**src/rtl/iv3a_pkg.sv**
```systemverilog
// ----------------------------------------------------------------------------
// iv3a_pkg
// Shared types and constants of the integer vector3 alu.
// ----------------------------------------------------------------------------
`default_nettype none

package iv3a_pkg;

    localparam int IV3A_WORD_W      = 32;
    localparam int IV3A_QUEUE_DEPTH = 2;

    localparam logic [3:0] OP_ADD   = 4'd0;
    localparam logic [3:0] OP_SUB   = 4'd1;
    localparam logic [3:0] OP_MUL   = 4'd2;
    localparam logic [3:0] OP_DIV   = 4'd3;
    localparam logic [3:0] OP_NEG   = 4'd4;
    localparam logic [3:0] OP_MIN   = 4'd5;
    localparam logic [3:0] OP_MAX   = 4'd6;
    localparam logic [3:0] OP_DOT   = 4'd7;
    localparam logic [3:0] OP_CROSS = 4'd8;
    localparam logic [3:0] OP_DSQ   = 4'd9;
    localparam logic [3:0] OP_SUM   = 4'd10;
    localparam logic [3:0] OP_EQ    = 4'd11;

    typedef logic [IV3A_WORD_W-1:0] t_word;

    // one-hot operation class, all zero for an opcode without meaning
    typedef struct packed {
        logic add;
        logic sub;
        logic mul;
        logic div;
        logic neg;
        logic vmin;
        logic vmax;
        logic dot;
        logic crs;
        logic dsq;
        logic sum;
        logic eq;
    } t_dec;

    typedef struct packed {
        t_dec  dec;
        t_word ax;
        t_word ay;
        t_word az;
        t_word bx;
        t_word by;
        t_word bz;
    } t_cmd;

    typedef struct packed {
        t_word rx;
        t_word ry;
        t_word rz;
        t_word scalar;
        logic  is_equal;
        logic  div_zero;
    } t_res;

endpackage

`default_nettype wire

```
**src/rtl/iv3a_queue.sv**
```systemverilog
// ----------------------------------------------------------------------------
// iv3a_queue
// Short command queue between the decode front and the execution back.
// ----------------------------------------------------------------------------
`default_nettype none

module iv3a_queue import iv3a_pkg::*; #(
    parameter int DEPTH = IV3A_QUEUE_DEPTH
) (
    input  logic i_clk,
    input  logic i_rst_n,
    input  logic i_push,
    input  t_cmd i_cmd,
    output logic o_full,
    input  logic i_pop,
    output logic o_valid,
    output t_cmd o_cmd
);

    localparam int PW = (DEPTH > 1) ? $clog2(DEPTH) : 1;
    localparam int CW = $clog2(DEPTH + 1);

    t_cmd          r_mem [DEPTH];
    logic [PW-1:0] r_wr;
    logic [PW-1:0] r_rd;
    logic [CW-1:0] r_cnt;
    logic [PW-1:0] n_wr;
    logic [PW-1:0] n_rd;

    assign o_full  = (r_cnt == CW'(DEPTH));
    assign o_valid = (r_cnt != '0);
    assign o_cmd   = r_mem[r_rd];

    assign n_wr = (r_wr == PW'(DEPTH - 1)) ? '0 : r_wr + 1'b1;
    assign n_rd = (r_rd == PW'(DEPTH - 1)) ? '0 : r_rd + 1'b1;

    always_ff @(posedge i_clk) begin
        if (i_push) begin
            r_mem[r_wr] <= i_cmd;
        end
    end

    always_ff @(posedge i_clk) begin
        if (!i_rst_n) begin
            r_wr  <= '0;
            r_rd  <= '0;
            r_cnt <= '0;
        end else begin
            if (i_push) begin
                r_wr <= n_wr;
            end
            if (i_pop) begin
                r_rd <= n_rd;
            end
            if (i_push && !i_pop) begin
                r_cnt <= r_cnt + 1'b1;
            end else if (!i_push && i_pop) begin
                r_cnt <= r_cnt - 1'b1;
            end
        end
    end

endmodule

`default_nettype wire

```
**config.mk**
```make
export PLATFORM = sky130hd
export DESIGN_NAME = iv3a_queue
export DESIGN_NICKNAME = d
export VERILOG_FILES = /design/src/rtl/iv3a_pkg.sv /design/src/rtl/iv3a_queue.sv
export SDC_FILE = /design/constraint.sdc
export NUM_CORES = 1
export LEC_CHECK = 0
export BUFFER_PORTS_ARGS = -buffer_cell sky130_fd_sc_hd__buf_2
export CAP_MARGIN = 20
export CORE_UTILIZATION = 53
export CTS_CLUSTER_DIAMETER = 150
export DETAILED_ROUTE_END_ITERATION = 10
export HOLD_SLACK_MARGIN = 0.08
export MAX_ROUTING_LAYER = met4
export PLACE_DENSITY = 0.8
export RECOVER_POWER = 50
export REMOVE_ABC_BUFFERS = 1
export SLEW_MARGIN = 30
export SYNTH_ARGS = -nofsm -noshare
export SYNTH_HDL_FRONTEND = slang
export SYNTH_SLANG_ARGS = --single-unit
```
**constraint.sdc**
```tcl
create_clock -name i_clk -period 13.4 [get_ports i_clk]
set_clock_uncertainty 0.15 [all_clocks]
set_input_delay 2.68 -clock i_clk [delete_from_list [all_inputs] [get_ports i_clk]]
set_output_delay 2.68 -clock i_clk [all_outputs]
set_load 0.1 [all_outputs]
```
==> summary.txt <==
Outcome
  • Outcome: complete, but fails checks
  • Violated checks: max-capacitance violations, max-slew violations

Floorplanning
  • Die footprint: ~30000 um^2
  • Initial core utilization: between 50% and 60%
  • Core Area: a little under 30000 um^2
  • # rows: 62
  • Chip Height: around 170 um
  • I/O pin cnt: around 410
  • Chip Width: between 150 and 200 um

STA
  • Fin crit share: between 50 and 60%
  • Worst relative slew slack: -158.2%
  • Setup TNS: 0 ps
  • Hold Fails Final Rpt: 0
  • Post-route minimum period: between 7000 and 8000 ps
  • Tightest Pin Transition: between 3000 and 4000 ps
  • Pins Over Slew Limit: 139
  • Final Setup Violations: 0
  • Unrepaired setup endpoints after global routing: no
  • Max Clk Rate: between 100 and 150 MHz
  • Hold Slack: around 370 ps
  • Post-route setup slack: between 6000 and 7000 ps

Final layout
  • Core Util, Final: ~66%
  • Fin nets: about 1300
  • Syn-to-layout area delta: 22.39%
  • Layout cells sized above 1: about half

Clocking
  • Clock Path Buffers: 3
  • Worst-Skew Late Latency: a little over 500 ps
  • Clk sinks: 413
  • Root Buffer: clkbuf_16
  • Cts repair resizes: 0
  • # hold bufs at CTS: 0
  • CTS clk-pin slew, worst paths: roughly 60 ps
  • CTS Buf Count: between 40 and 50
  • CTS tree: built
  • H-tree depth: 2
  • Post-CTS Setup Repair Bufs: 0

GRT
  • Vias in the first global route: between 8000 and 9000
  • Initial antenna violation count: 7
  • First-pass GRT wire length: roughly 46000 um
  • Grt ovf: 0
  • Largest net degree at the start of global routing: 76
  • GRT Total Usage: around 21%

Power and ir drop
  • Peak supply drop: 151.0 uV
  • Clock network power share: roughly 31%
  • Pwr Density: approximately 170 nW/um^2
  • Total power: approximately 3300 uW
  • Pint: approximately 2300 uW
  • Switching Share: a little under a third
  • Reg power frac: about 46%
  • Psw: 1051 uW
  • Lkg Pwr: between 0.007 and 0.008 uW
  • Logic pwr share: 22.8%

Drt
  • Initial DRC Count: around 530
  • Routed WL: slightly above 30000 um
  • Vias per cell: about 5.1
  • Routed WL per cell: about 20 um
  • Antenna Nets Post-Route: 0
  • TritonRoute pass-1 iters: 4
  • Drt drc: 0
  • Via count of the routed design: around 7700

Synth
  • Mapped Cells: 657
  • Post-synthesis cell area: between 15000 and 20000 um^2
  • Post-synth EDFFs: ~400
  • Yosys warns: 0
  • Synth top area share: approximately four fifths
  • Post-synth ARST share: 0%
  • Most frequent cell after synthesis: edfxtp_1
  • Post-synthesis sequential area ratio: approximately four fifths
  • Post-synth cell types: 17
  • Synth top cells by count: 408 x edfxtp_1, 160 x mux2_4, 44 x mux2_2
  • Synth area leader: edfxtp_1
  • Synth area leaders: edfxtp_1 79%, mux2_4 15%, mux2_2 3.2%, buf_6 1.4%, dfxtp_1 0.64%
  • Ys flop type: edfxtp_1
  • Number of synthesized register bits: 413
  • Mapped Avg Cell Area: 23.75 um^2

Placed design
  • GPL Wtd Cong: about 0.81
  • I/O Buffers: around 410
  • HPWL Detailed: about 21000 um
  • Dpl ws: ~7500 ps

Worst setup path
  • Crit Path Max Fanout: between 60 and 70
  • Setup crit start kind: input port
  • Cells along the critical path: clkbuf_1, and2_0, clkbuf_1, buf_4
  • CP arrival: 7110 ps
  • Cell at the slowest stage of the critical path: clkbuf_1
  • Reg-to-reg setup timing slack: 8270 ps
  • R2R Path End: r_mem[1][202]
  • Crit path capture type: register
  • Worst r2r src: r_wr
  • CP most frequent cell: clkbuf_1
  • Kind of critical path: input port to register
  • CP max stage delay: ~1900 ps
  • Reg2Reg Depth: 3
  • WP data required: between 10000 and 15000 ps

Worst hold path
  • Min-delay src: r_cnt[1]
  • Hold Path Class: register to register
  • Hold Path Sink: r_cnt[1]
  • Hold Path Stages: 2

Run
  • Max Cap Violations: 3
layout make-up:
cell class              instances  area (um^2)
flip-flops and latches        413        12360
fillers                      2007         9762
multi-input cells             220         3013
repair buffers                422         2018
clock buffers                  52         1067
well taps                     384        480.5
clock inverters                19        137.6
diodes                          8        20.02
inverters                       1        3.754
cell families after synthesis:
group / after synthesis / share of synthesized area, %
simple gates: 9 / 0.3609
flops: 413 / 79.17
buf+inv: 24 / 1.524
xor+xnor: 3 / 0.1684
compound gates: 3 / 0.1283
mux: 204 / 18.57
fa+ha+maj: 1 / 0.08018
stage by stage:
step	area (um^2)	cells
after floorplan	15370	634
after global placement	17990	1439
after detailed placement	18020	1440
after CTS	19230	1511
after global routing	19090	1518
final	19100	1519
registers in the layout, summed over array words and instances (netlist names), named ones only:
register  count
r_wr          1
r_cnt         2
r_mem       408
r_rd          1
how the worst max path moves through the flow:
| stage | startpoint | endpoint |
|---|---|---|
| after floorplan | i_push | r_wr |
| after global placement | register | o_cmd[17] |
| after detailed placement | register | o_cmd[21] |
| after CTS | register | o_cmd[198] |
| after global routing | i_push | r_mem[1][12] |
| final | i_push | r_mem[1][202] |
routing by layer:
metal  part of all wire [%]  GRT usage, %  up-vias
met5                      0             -        -
met1                     36         22.41     3775
met3                    8.4         6.776       78
met2                     51         35.14      340
met4                    3.8         8.955        0
li1                       -             -     3524
power by group through the flow:
stage | registers (uW) | clock network [uW] | logic, uW
detailed placement | 1550 | 0 | 760
finish | 1520 | 1030 | 752
global route | 1530 | 1100 | 773
floorplan | 1570 | 0 | 663
CTS | 1520 | 1060 | 762
global placement | 1540 | 0 | 752
worst max-delay path, delay by kind of cell:
kind	cells	cell delay, ps
and+or+nand+nor	1	1370
buffers and inverters	3	2930
layout by cell type (no fill, tap or decap), types with 8 or more instances in the layout:
| master | instances |
|---|---|
| buf_2 | 317 |
| clkbuf_1 | 107 |
| clkbuf_16 | 41 |
| clkinv_1 | 11 |
| diode_2 | 8 |
| edfxtp_1 | 408 |
| mux2_2 | 44 |
| mux2_4 | 160 |
Note: power is estimated with default switching activity, not from simulation.
