==> config.mk <==
export PLATFORM = sky130hd
export DESIGN_NAME = iv3a_front_flat
export DESIGN_NICKNAME = d
export VERILOG_FILES = /design/src/rtl/iv3a_pkg.sv /design/src/rtl/iv3a_if.sv /design/src/rtl/iv3a_front.sv /design/src/flat_wrapper.sv
export SDC_FILE = /design/constraint.sdc
export NUM_CORES = 1
export LEC_CHECK = 0
export CORE_AREA = 2 2 155 157
export DETAILED_ROUTE_END_ITERATION = 6
export DIE_AREA = 0 0 157 159
export DONT_BUFFER_PORTS = 1
export GPL_TIMING_DRIVEN = 0
export MAX_ROUTING_LAYER = met4
export PLACE_DENSITY = 0.3
export SYNTH_ARGS = -nofsm -noshare
export SYNTH_HDL_FRONTEND = slang
export SYNTH_SLANG_ARGS = --single-unit
==> constraint.sdc <==
create_clock -name vclk -period 0.82
set_clock_uncertainty 0.2 [all_clocks]
set_input_delay 0.082 -clock vclk [all_inputs]
set_output_delay 0.082 -clock vclk [all_outputs]
set_load 0.02 [all_outputs]
==> src/rtl/iv3a_pkg.sv <==
// ----------------------------------------------------------------------------
// iv3a_pkg
// Shared types and constants of the integer vector3 alu.
// ----------------------------------------------------------------------------
`default_nettype none

package iv3a_pkg;

    localparam int IV3A_WORD_W      = 32;
    localparam int IV3A_QUEUE_DEPTH = 2;

    localparam logic [3:0] OP_ADD   = 4'd0;
    localparam logic [3:0] OP_SUB   = 4'd1;
    localparam logic [3:0] OP_MUL   = 4'd2;
    localparam logic [3:0] OP_DIV   = 4'd3;
    localparam logic [3:0] OP_NEG   = 4'd4;
    localparam logic [3:0] OP_MIN   = 4'd5;
    localparam logic [3:0] OP_MAX   = 4'd6;
    localparam logic [3:0] OP_DOT   = 4'd7;
    localparam logic [3:0] OP_CROSS = 4'd8;
    localparam logic [3:0] OP_DSQ   = 4'd9;
    localparam logic [3:0] OP_SUM   = 4'd10;
    localparam logic [3:0] OP_EQ    = 4'd11;

    typedef logic [IV3A_WORD_W-1:0] t_word;

    // one-hot operation class, all zero for an opcode without meaning
    typedef struct packed {
        logic add;
        logic sub;
        logic mul;
        logic div;
        logic neg;
        logic vmin;
        logic vmax;
        logic dot;
        logic crs;
        logic dsq;
        logic sum;
        logic eq;
    } t_dec;

    typedef struct packed {
        t_dec  dec;
        t_word ax;
        t_word ay;
        t_word az;
        t_word bx;
        t_word by;
        t_word bz;
    } t_cmd;

    typedef struct packed {
        t_word rx;
        t_word ry;
        t_word rz;
        t_word scalar;
        logic  is_equal;
        logic  div_zero;
    } t_res;

endpackage

`default_nettype wire

==> src/rtl/iv3a_if.sv <==
// ----------------------------------------------------------------------------
// iv3a_if
// Valid/ready channels carrying operand and result items.
// ----------------------------------------------------------------------------
`default_nettype none

interface iv3a_in_if;
    logic              valid;
    logic              ready;
    logic [3:0]        opcode;
    logic signed [31:0] a_x;
    logic signed [31:0] a_y;
    logic signed [31:0] a_z;
    logic signed [31:0] b_x;
    logic signed [31:0] b_y;
    logic signed [31:0] b_z;

    modport source (output valid, opcode, a_x, a_y, a_z, b_x, b_y, b_z, input ready);
    modport sink   (input valid, opcode, a_x, a_y, a_z, b_x, b_y, b_z, output ready);
endinterface


`default_nettype wire

==> src/rtl/iv3a_front.sv <==
// ----------------------------------------------------------------------------
// iv3a_front
// Accepts operand items and decodes the opcode into an operation class.
// ----------------------------------------------------------------------------
`default_nettype none

module iv3a_front import iv3a_pkg::*; (
    iv3a_in_if.sink    i_in,
    input  logic       i_full,
    output logic       o_push,
    output t_cmd       o_cmd
);

    t_dec w_dec;

    always_comb begin
        w_dec = '0;
        unique case (i_in.opcode)
            OP_ADD:   w_dec.add  = 1'b1;
            OP_SUB:   w_dec.sub  = 1'b1;
            OP_MUL:   w_dec.mul  = 1'b1;
            OP_DIV:   w_dec.div  = 1'b1;
            OP_NEG:   w_dec.neg  = 1'b1;
            OP_MIN:   w_dec.vmin = 1'b1;
            OP_MAX:   w_dec.vmax = 1'b1;
            OP_DOT:   w_dec.dot  = 1'b1;
            OP_CROSS: w_dec.crs  = 1'b1;
            OP_DSQ:   w_dec.dsq  = 1'b1;
            OP_SUM:   w_dec.sum  = 1'b1;
            OP_EQ:    w_dec.eq   = 1'b1;
            default:  w_dec      = '0;
        endcase
    end

    assign i_in.ready = !i_full;
    assign o_push     = i_in.valid && !i_full;

    always_comb begin
        o_cmd.dec = w_dec;
        o_cmd.ax  = i_in.a_x;
        o_cmd.ay  = i_in.a_y;
        o_cmd.az  = i_in.a_z;
        o_cmd.bx  = i_in.b_x;
        o_cmd.by  = i_in.b_y;
        o_cmd.bz  = i_in.b_z;
    end

endmodule

`default_nettype wire

==> src/flat_wrapper.sv <==
// flat-port wrapper written by rule: the top's interface ports become plain ports
module iv3a_front_flat import iv3a_pkg::*;
  (i_full, o_push, o_cmd, i_in_valid, i_in_opcode, i_in_a_x, i_in_a_y, i_in_a_z, i_in_b_x, i_in_b_y, i_in_b_z, i_in_ready);
  iv3a_in_if i_in_i ();
  input  logic i_full;
  output logic o_push;
  output t_cmd o_cmd;
  input wire logic [$bits(i_in_i.valid)-1:0] i_in_valid;
  input wire logic [$bits(i_in_i.opcode)-1:0] i_in_opcode;
  input wire logic [$bits(i_in_i.a_x)-1:0] i_in_a_x;
  input wire logic [$bits(i_in_i.a_y)-1:0] i_in_a_y;
  input wire logic [$bits(i_in_i.a_z)-1:0] i_in_a_z;
  input wire logic [$bits(i_in_i.b_x)-1:0] i_in_b_x;
  input wire logic [$bits(i_in_i.b_y)-1:0] i_in_b_y;
  input wire logic [$bits(i_in_i.b_z)-1:0] i_in_b_z;
  output wire logic [$bits(i_in_i.ready)-1:0] i_in_ready;
  assign i_in_i.valid = i_in_valid;
  assign i_in_i.opcode = i_in_opcode;
  assign i_in_i.a_x = i_in_a_x;
  assign i_in_i.a_y = i_in_a_y;
  assign i_in_i.a_z = i_in_a_z;
  assign i_in_i.b_x = i_in_b_x;
  assign i_in_i.b_y = i_in_b_y;
  assign i_in_i.b_z = i_in_b_z;
  assign i_in_ready = i_in_i.ready;
  iv3a_front u_core (.i_in(i_in_i), .i_full(i_full), .o_push(o_push), .o_cmd(o_cmd));
endmodule
==> metrics.md, run 1 <==
| Metric | Value |
|---|---|
| Seq/Total Area, Yosys | 0 |
| Drt pass-1 iters | 2 |
| Routability congestion estimate | 0.748 |
| Chip Height | 159 um |
| Post-CTS Hold Buffers | 0 |
| Yosys top cell by area | buf_4 |
| P_int | 725 uW |
| Mapped Avg Cell Area | 7.85 um2 |
| Global-route wire length before repair | 7670 um |
| GRT Total Usage | 0.0414 |
| Max_slew headroom | 0.713 |
| WP data required | 0.54 ns |
| Final Hold Viols | 0 |
| Logic pwr share | 1.000 |
| Hold Path Depth | 1 |
| Simple-gate share of the synthesized area | 0.0979 |
| Switching share of power | 0.562 |
| Critical Path Fanout Max | 8 |
| Layout Cells excl Fill | 534 |
| Mux cell area share after synthesis | 0 |
| YS warnings | 0 |
| Xor and xnor area share after synthesis | 0 |
| Clk pwr share | 0 |
| Count leader, synth | buf_4 |
| Layout cells sized above 1 | 0.995 |
| Critical path cell sequence | buf_12 > nor4b_4 |
| Util after Layout | 0.0961 |
| Kind of critical path | in -> out |
| Placed cell count | 529 |
| Routed Antenna Nets | 0 |
| Commonest cells post-synth | 193 x buf_4, 5 x and4bb_2, 4 x nor4b_2, 3 x buf_6, 2 x and4b_1 |
| # clk buffers | 0 |
| Least-Margin Pin Slew | 0.429 ns |
| Final WL | 6520 um |
| Initial Util | 0.0711 |
| Critical path capture point type | output port |
| Post-synthesis adder-cell area fraction | 0 |
| Area after DPL | 2130 um2 |
| Seq_cells | 0 |
| Synth top area cells | buf_4 88%, and4bb_2 3.8%, nor4b_2 3.6% |
| Top cell type's share of synthesized area | 0.879 |
| CP arrival | 0.66 ns |
| Slowest stage delay, CP | 0.45 ns |
| Hold Crit Class | in -> out |
| Period utilization | 1.15 |
| Slew Limit Fails | 0 |
| Seq pwr share | 0 |
| Critical-path top delay cell | nor4b_4 |
| DR WL/cell | 12.2 um |
| Post-Syn Nets | 408 |
| Post-Syn Instances | 210 |
| Power per cell area | 743 nW/um2 |
| Vias | 1177 |
| DP HPWL | 6160 um |
| Unrepaired setup endpoints after global routing | true |
| Hold Path Origin | i_full |
| Register area | 0 um2 |
| Final setup fails | 9 |
| Synth Area in Compound Gates | 0 |
| Area growth syn-to-layout | 35.3% |
| Crit path max-delay family | simple AND/OR/NAND/NOR gates |
| Initial DRC count | 27 |
| DRC viols | 0 |
| Minimum clock period | 0.942 ns |
| Area of the mapped netlist | 1650 um2 |
| Worst Hold Endpoint | o_push |
| Fmax | 1060 MHz |
| Core Area | 23200 um2 |
| Gr ovfl total | 0 |
| Distinct cells, synth | 8 |
| Fill cell count | 2644 |
| Die width | 157 um |
| Largest family of logic cells by synthesized area | buffers and inverters |
| Post-DR vias/cell | 2.20 |
| Layout Nets | 414 |
| Largest net degree at the start of global routing | 11 |
| Worst VDD drop | 0.148 mV |
| Final WS setup | -0.122 ns |
| Buf/Inv on CP | 1 |
| Fin area | 2230 um2 |
| Port Buffers | 0 |
| Vias in the first global route | 1162 |
| Num rows | 56 |
| Violated checks | negative setup slack |
| Maxcap violations | 0 |
| Die area | 25000 um2 |
| Io pins | 404 |
| CP startpoint kind | primary input |
| Leak | 0.00108 uW |
| Status | complete, but fails checks |
| Initial antenna violation count | 1 |
| Psw | 931 uW |
==> logic make-up (layout without fill, tap and decap cells) <==
family,after synthesis,after routing
AND/OR/NAND/NOR,13,13
buffers and inverters,197,201
other,0,1
==> power by group through the flow <==
stage	sequential [uW]	clock [uW]	combinational, uW
after floorplan	0	0	1510
after global placement	0	0	1640
after detailed placement	0	0	1630
after CTS	0	0	1650
after global routing	0	0.000163	1710
final	0	0.000163	1660
==> through the flow <==
step                total power (uW)  setup TNS [ns]  worst slack, ns  hold slack, ns
CTS                             1650          -0.776           -0.132          0.0494
floorplan                       1510          -0.385          -0.0644          0.0406
finish                          1660          -0.613           -0.122          0.0406
global route                    1710          -0.766           -0.132          0.0539
detailed placement              1630          -0.831           -0.160          0.0709
global placement                1640          -0.818           -0.158          0.0755
==> cell usage in the layout (no fill, tap or decap) <==
cell type	instances
and4b_2	2
and4bb_2	4
and4bb_4	1
buf_12	4
buf_16	1
buf_4	192
buf_6	1
clkbuf_16	2
diode_2	1
inv_1	1
nor2b_2	1
nor4_4	1
nor4b_4	4
==> timing repair <==
| action | CTS | global route |
|---|---|---|
| endpoints found under the hold margin | 0 | 0 |
| setup endpoints to repair | 10 | 10 |
| gates cloned | 1 | 2 |
| setup buffers | 1 | 0 |
| pin swaps | 6 | 5 |
| resized for setup | 3 | 2 |
==> area by class of cell <==
class	count	area [um2]	area share
inverter	1	3.75	0.00168
tap	319	399	0.179
multi-input combinational	13	214	0.0960
buffer	196	1520	0.682
antenna	1	2.50	0.00112
timing repair buffer	4	88.8	0.0398
==> layer usage <==
layer	vias to the layer above	share of wire	GRT usage
met5	-	0	-
met4	0	0.018	0.00751
met3	4	0.13	0.0109
met2	190	0.58	0.0885
met1	514	0.27	0.0344
li1	469	-	-
==> worst max path at each step <==
stage | endpoint | from | cells after the start | slack [ns]
after floorplan | o_cmd[199] | i_in_opcode[1] | 2 | -0.06
after global placement | o_push | i_in_valid | 1 | -0.16
after detailed placement | o_push | i_in_valid | 1 | -0.16
after CTS | o_cmd[195] | i_in_opcode[0] | 2 | -0.13
after global routing | o_cmd[202] | i_in_opcode[2] | 2 | -0.13
final | o_cmd[195] | i_in_opcode[0] | 2 | -0.12
No activity file was read; power rests on OpenSTA's default activity.
==> run 2, diff against run 1 <==
Settings changed: ABC_AREA set to 1, CORE_AREA 2 2 155 157 to 2 2 159 161, DIE_AREA 0 0 157 159 to 0 0 161 163.
==> run 2 against run 1 <==
Effect of this change:
- the flow still finishes with violations (negative setup slack)
- global-route usage shrank 0.63 points
- count of clock-buffer cells in the layout is the same
- cell count increased by 3.0%
- power fell by 7.4%
- synthesized area down 6.2%
- synthesized cell count grew 3.8%
- combinational power decreased by 8%
- worst hold slack better by 0.0023 ns
- first-iteration DRC count decreased by 11%
- maximum frequency grew 10%
- critical endpoint is now o_cmd[199]
- largest power group unchanged
==> metrics.md, run 2 <==
| Metric | Value |
|---|---|
| Power per cell area | 774 nW/um2 (+4.3%) |
| Global-route wire length before repair | 6600 um (-14%) |
| Vias | 1193 (+1.4%) |
| Hold Crit Class | in -> out |
| Critical Path Fanout Max | 3 (-5) |
| Leak | 0.000987 uW (-8.2%) |
| Top cell type's share of synthesized area | 0.932 (+0.0528) |
| Final WL | 6220 um (-4.6%) |
| Gr ovfl total | 0 (unchanged) |
| Routability congestion estimate | 0.793 (+6.0%) |
| Initial Util | 0.0627 (-0.00837) |
| Register area | 0 um2 (unchanged) |
| Layout Nets | 418 (+0.97%) |
| Layout cells sized above 1 | 0.931 (-0.0641) |
| YS warnings | 0 (unchanged) |
| Layout Cells excl Fill | 550 (+3.0%) |
| Worst VDD drop | 0.148 mV (about the same) |
| Num rows | 58 (+3.6%) |
| Gr busiest metal | met2 |
| DP HPWL | 5900 um (-4.2%) |
| Kind of critical path | in -> out |
| Initial antenna violation count | 2 (+1) |
| Distinct cells, synth | 6 (-2) |
| Post-Syn Nets | 416 (+2.0%) |
| Most common cell after layout, fill and taps aside | buf_4 |
| Post-CTS Hold Buffers | 0 (unchanged) |
| Io pins | 404 (unchanged) |
| Crit path from | i_in_opcode[1] |
| Initial DRC count | 24 (-11%) |
| Crit path to | o_cmd[199] |
| Minimum clock period | 0.856 ns (-0.0855 ns) |
| Status | complete, but fails checks |
| Fin area | 1980 um2 (-11%) |
| Yosys top cell by area | buf_4 |
| Die area | 26200 um2 (+5.1%) |
| Chip Height | 163 um (+2.5%) |
| CP startpoint kind | primary input |
| Die width | 161 um (+2.5%) |
| Final Hold Viols | 0 (unchanged) |
| Post-Syn Instances | 218 (+3.8%) |
| Area of the mapped netlist | 1550 um2 (-6.2%) |
| Violated checks | negative setup slack |
| Met3 Usage GRT | 0.00586 (-0.00503) |
| Final setup fails | 5 (-4) |
| DRC viols | 0 (unchanged) |
| DR WL/cell | 11.3 um (-7.4%) |
| Port Buffers | 0 (unchanged) |
| Area growth syn-to-layout | 28.0% |
| Mapped Avg Cell Area | 7.09 um2 (-9.6%) |
| Count leader, synth | buf_4 |
| CP arrival | 0.57 ns (-0.09 ns) |
| Vias in the first global route | 1144 (-1.5%) |
| Core Area | 24700 um2 (+6.4%) |
| Seq_cells | 0 (unchanged) |
| WP data required | 0.54 ns (about the same) |
| Placed cell count | 548 (+3.6%) |
| Final TNS setup | -0.0623 ns (+0.551 ns) |
| Drt pass-1 iters | 2 (unchanged) |
| Least-Margin Pin Slew | 0.417 ns (-0.0115 ns) |
| Area after DPL | 1960 um2 (-8.0%) |
| Fill cell count | 2889 (+9.3%) |
| Critical path capture point type | output port |
| # clk buffers | 0 (unchanged) |
| Period utilization | 1.04 (-0.104) |
| Synth top area cells | buf_4 93%, nor2_1 3.2%, nand2_2 1.2% |
| Commonest cells post-synth | 192 x buf_4, 13 x nor2_1, 4 x inv_1, 4 x nand2_1, 3 x nand2_2 |
| Met2 GRT Util | 0.0747 (-0.0138) |
| Most frequent cells in the layout | 192 x buf_4, 7 x nor2_1, 6 x nor2_2, 4 x inv_1, 4 x nand2_1 |
| GRT Total Usage | 0.0351 (-0.00632) |
| Final WS setup | -0.0365 ns (+0.0855 ns) |
| Fmax | 1170 MHz (+10%) |
| Slew Limit Fails | 0 (unchanged) |
| Routed Antenna Nets | 0 (unchanged) |
| Seq/Total Area, Yosys | 0 (unchanged) |
| Max_slew headroom | 0.721 (+0.00788) |
| Largest net degree at the start of global routing | 5 (-6) |
| GRT met1 Usage | 0.0248 (-0.00964) |
| Post-DR vias/cell | 2.17 (-1.6%) |
| Maxcap violations | 0 (unchanged) |
| Unrepaired setup endpoints after global routing | true |
| Util after Layout | 0.0802 (-0.0159) |
run 2: critical path, cell delays in order:
cell and delay (ns):
inv_1 0.05, nand2_1 0.10, nor2_1 0.35
run 2: how the worst min path moves through the flow:
stage | start | endpoint | cells after the start
detailed placement | i_full | i_in_ready | 1
global route | i_full | i_in_ready | 1
finish | i_full | i_in_ready | 1
floorplan | i_full | i_in_ready | 1
global placement | i_full | i_in_ready | 1
CTS | i_full | i_in_ready | 1
run 2: area by class of cell:
| class | instances | area, um2 | share of cell area |
|---|---|---|---|
| Tap cell | 330 | 413 | 0.209 |
| Antenna cell | 2 | 5.00 | 0.00253 |
| Inverter | 6 | 22.5 | 0.0114 |
| Multi-Input combinational cell | 20 | 97.6 | 0.0493 |
| Buffer | 192 | 1440 | 0.728 |
run 2: metrics by stage:
| step | total power, uW | hold slack [ns] | setup slack [ns] |
|---|---|---|---|
| floorplan | 1430 | 0.0406 | 0.0353 |
| finish | 1530 | 0.0429 | -0.0365 |
| CTS | 1540 | 0.0433 | -0.00911 |
| detailed placement | 1540 | 0.0430 | -0.0111 |
| global route | 1580 | 0.0454 | -0.0585 |
| global placement | 1560 | 0.0482 | -0.00126 |
run 2: per-layer routing:
layer / wire length (um) / up-vias
met5: 0 / -
met3: 850 / 18
met1: 1430 / 485
met2: 3500 / 232
met4: 432 / 0
li1: - / 458
run 2: kinds of logic (layout without fill, tap and decap cells):
kind of cell | count (synthesis) | count (layout) | synth area share
buf+inv | 198 | 198 | 0.947
simple gates | 20 | 20 | 0.0534
other cells | 0 | 2 | 0
run 2: report_power, final:
group	leakage (uW)	internal [uW]	switching, uW	total, uW
sequential	0	0	0	0
combinational	0.000987	625	908	1530
clock	0.0000000127	0.000327	0	0.000327
run 2: what timing repair did:
item / 4_1_cts / 5_1_grt
pin swaps: 0 / 0
endpoints found under the setup margin: 3 / 8
buffers inserted: 0 / 0
hold endpoints to repair: 0 / 0
resized for setup: 1 / 5
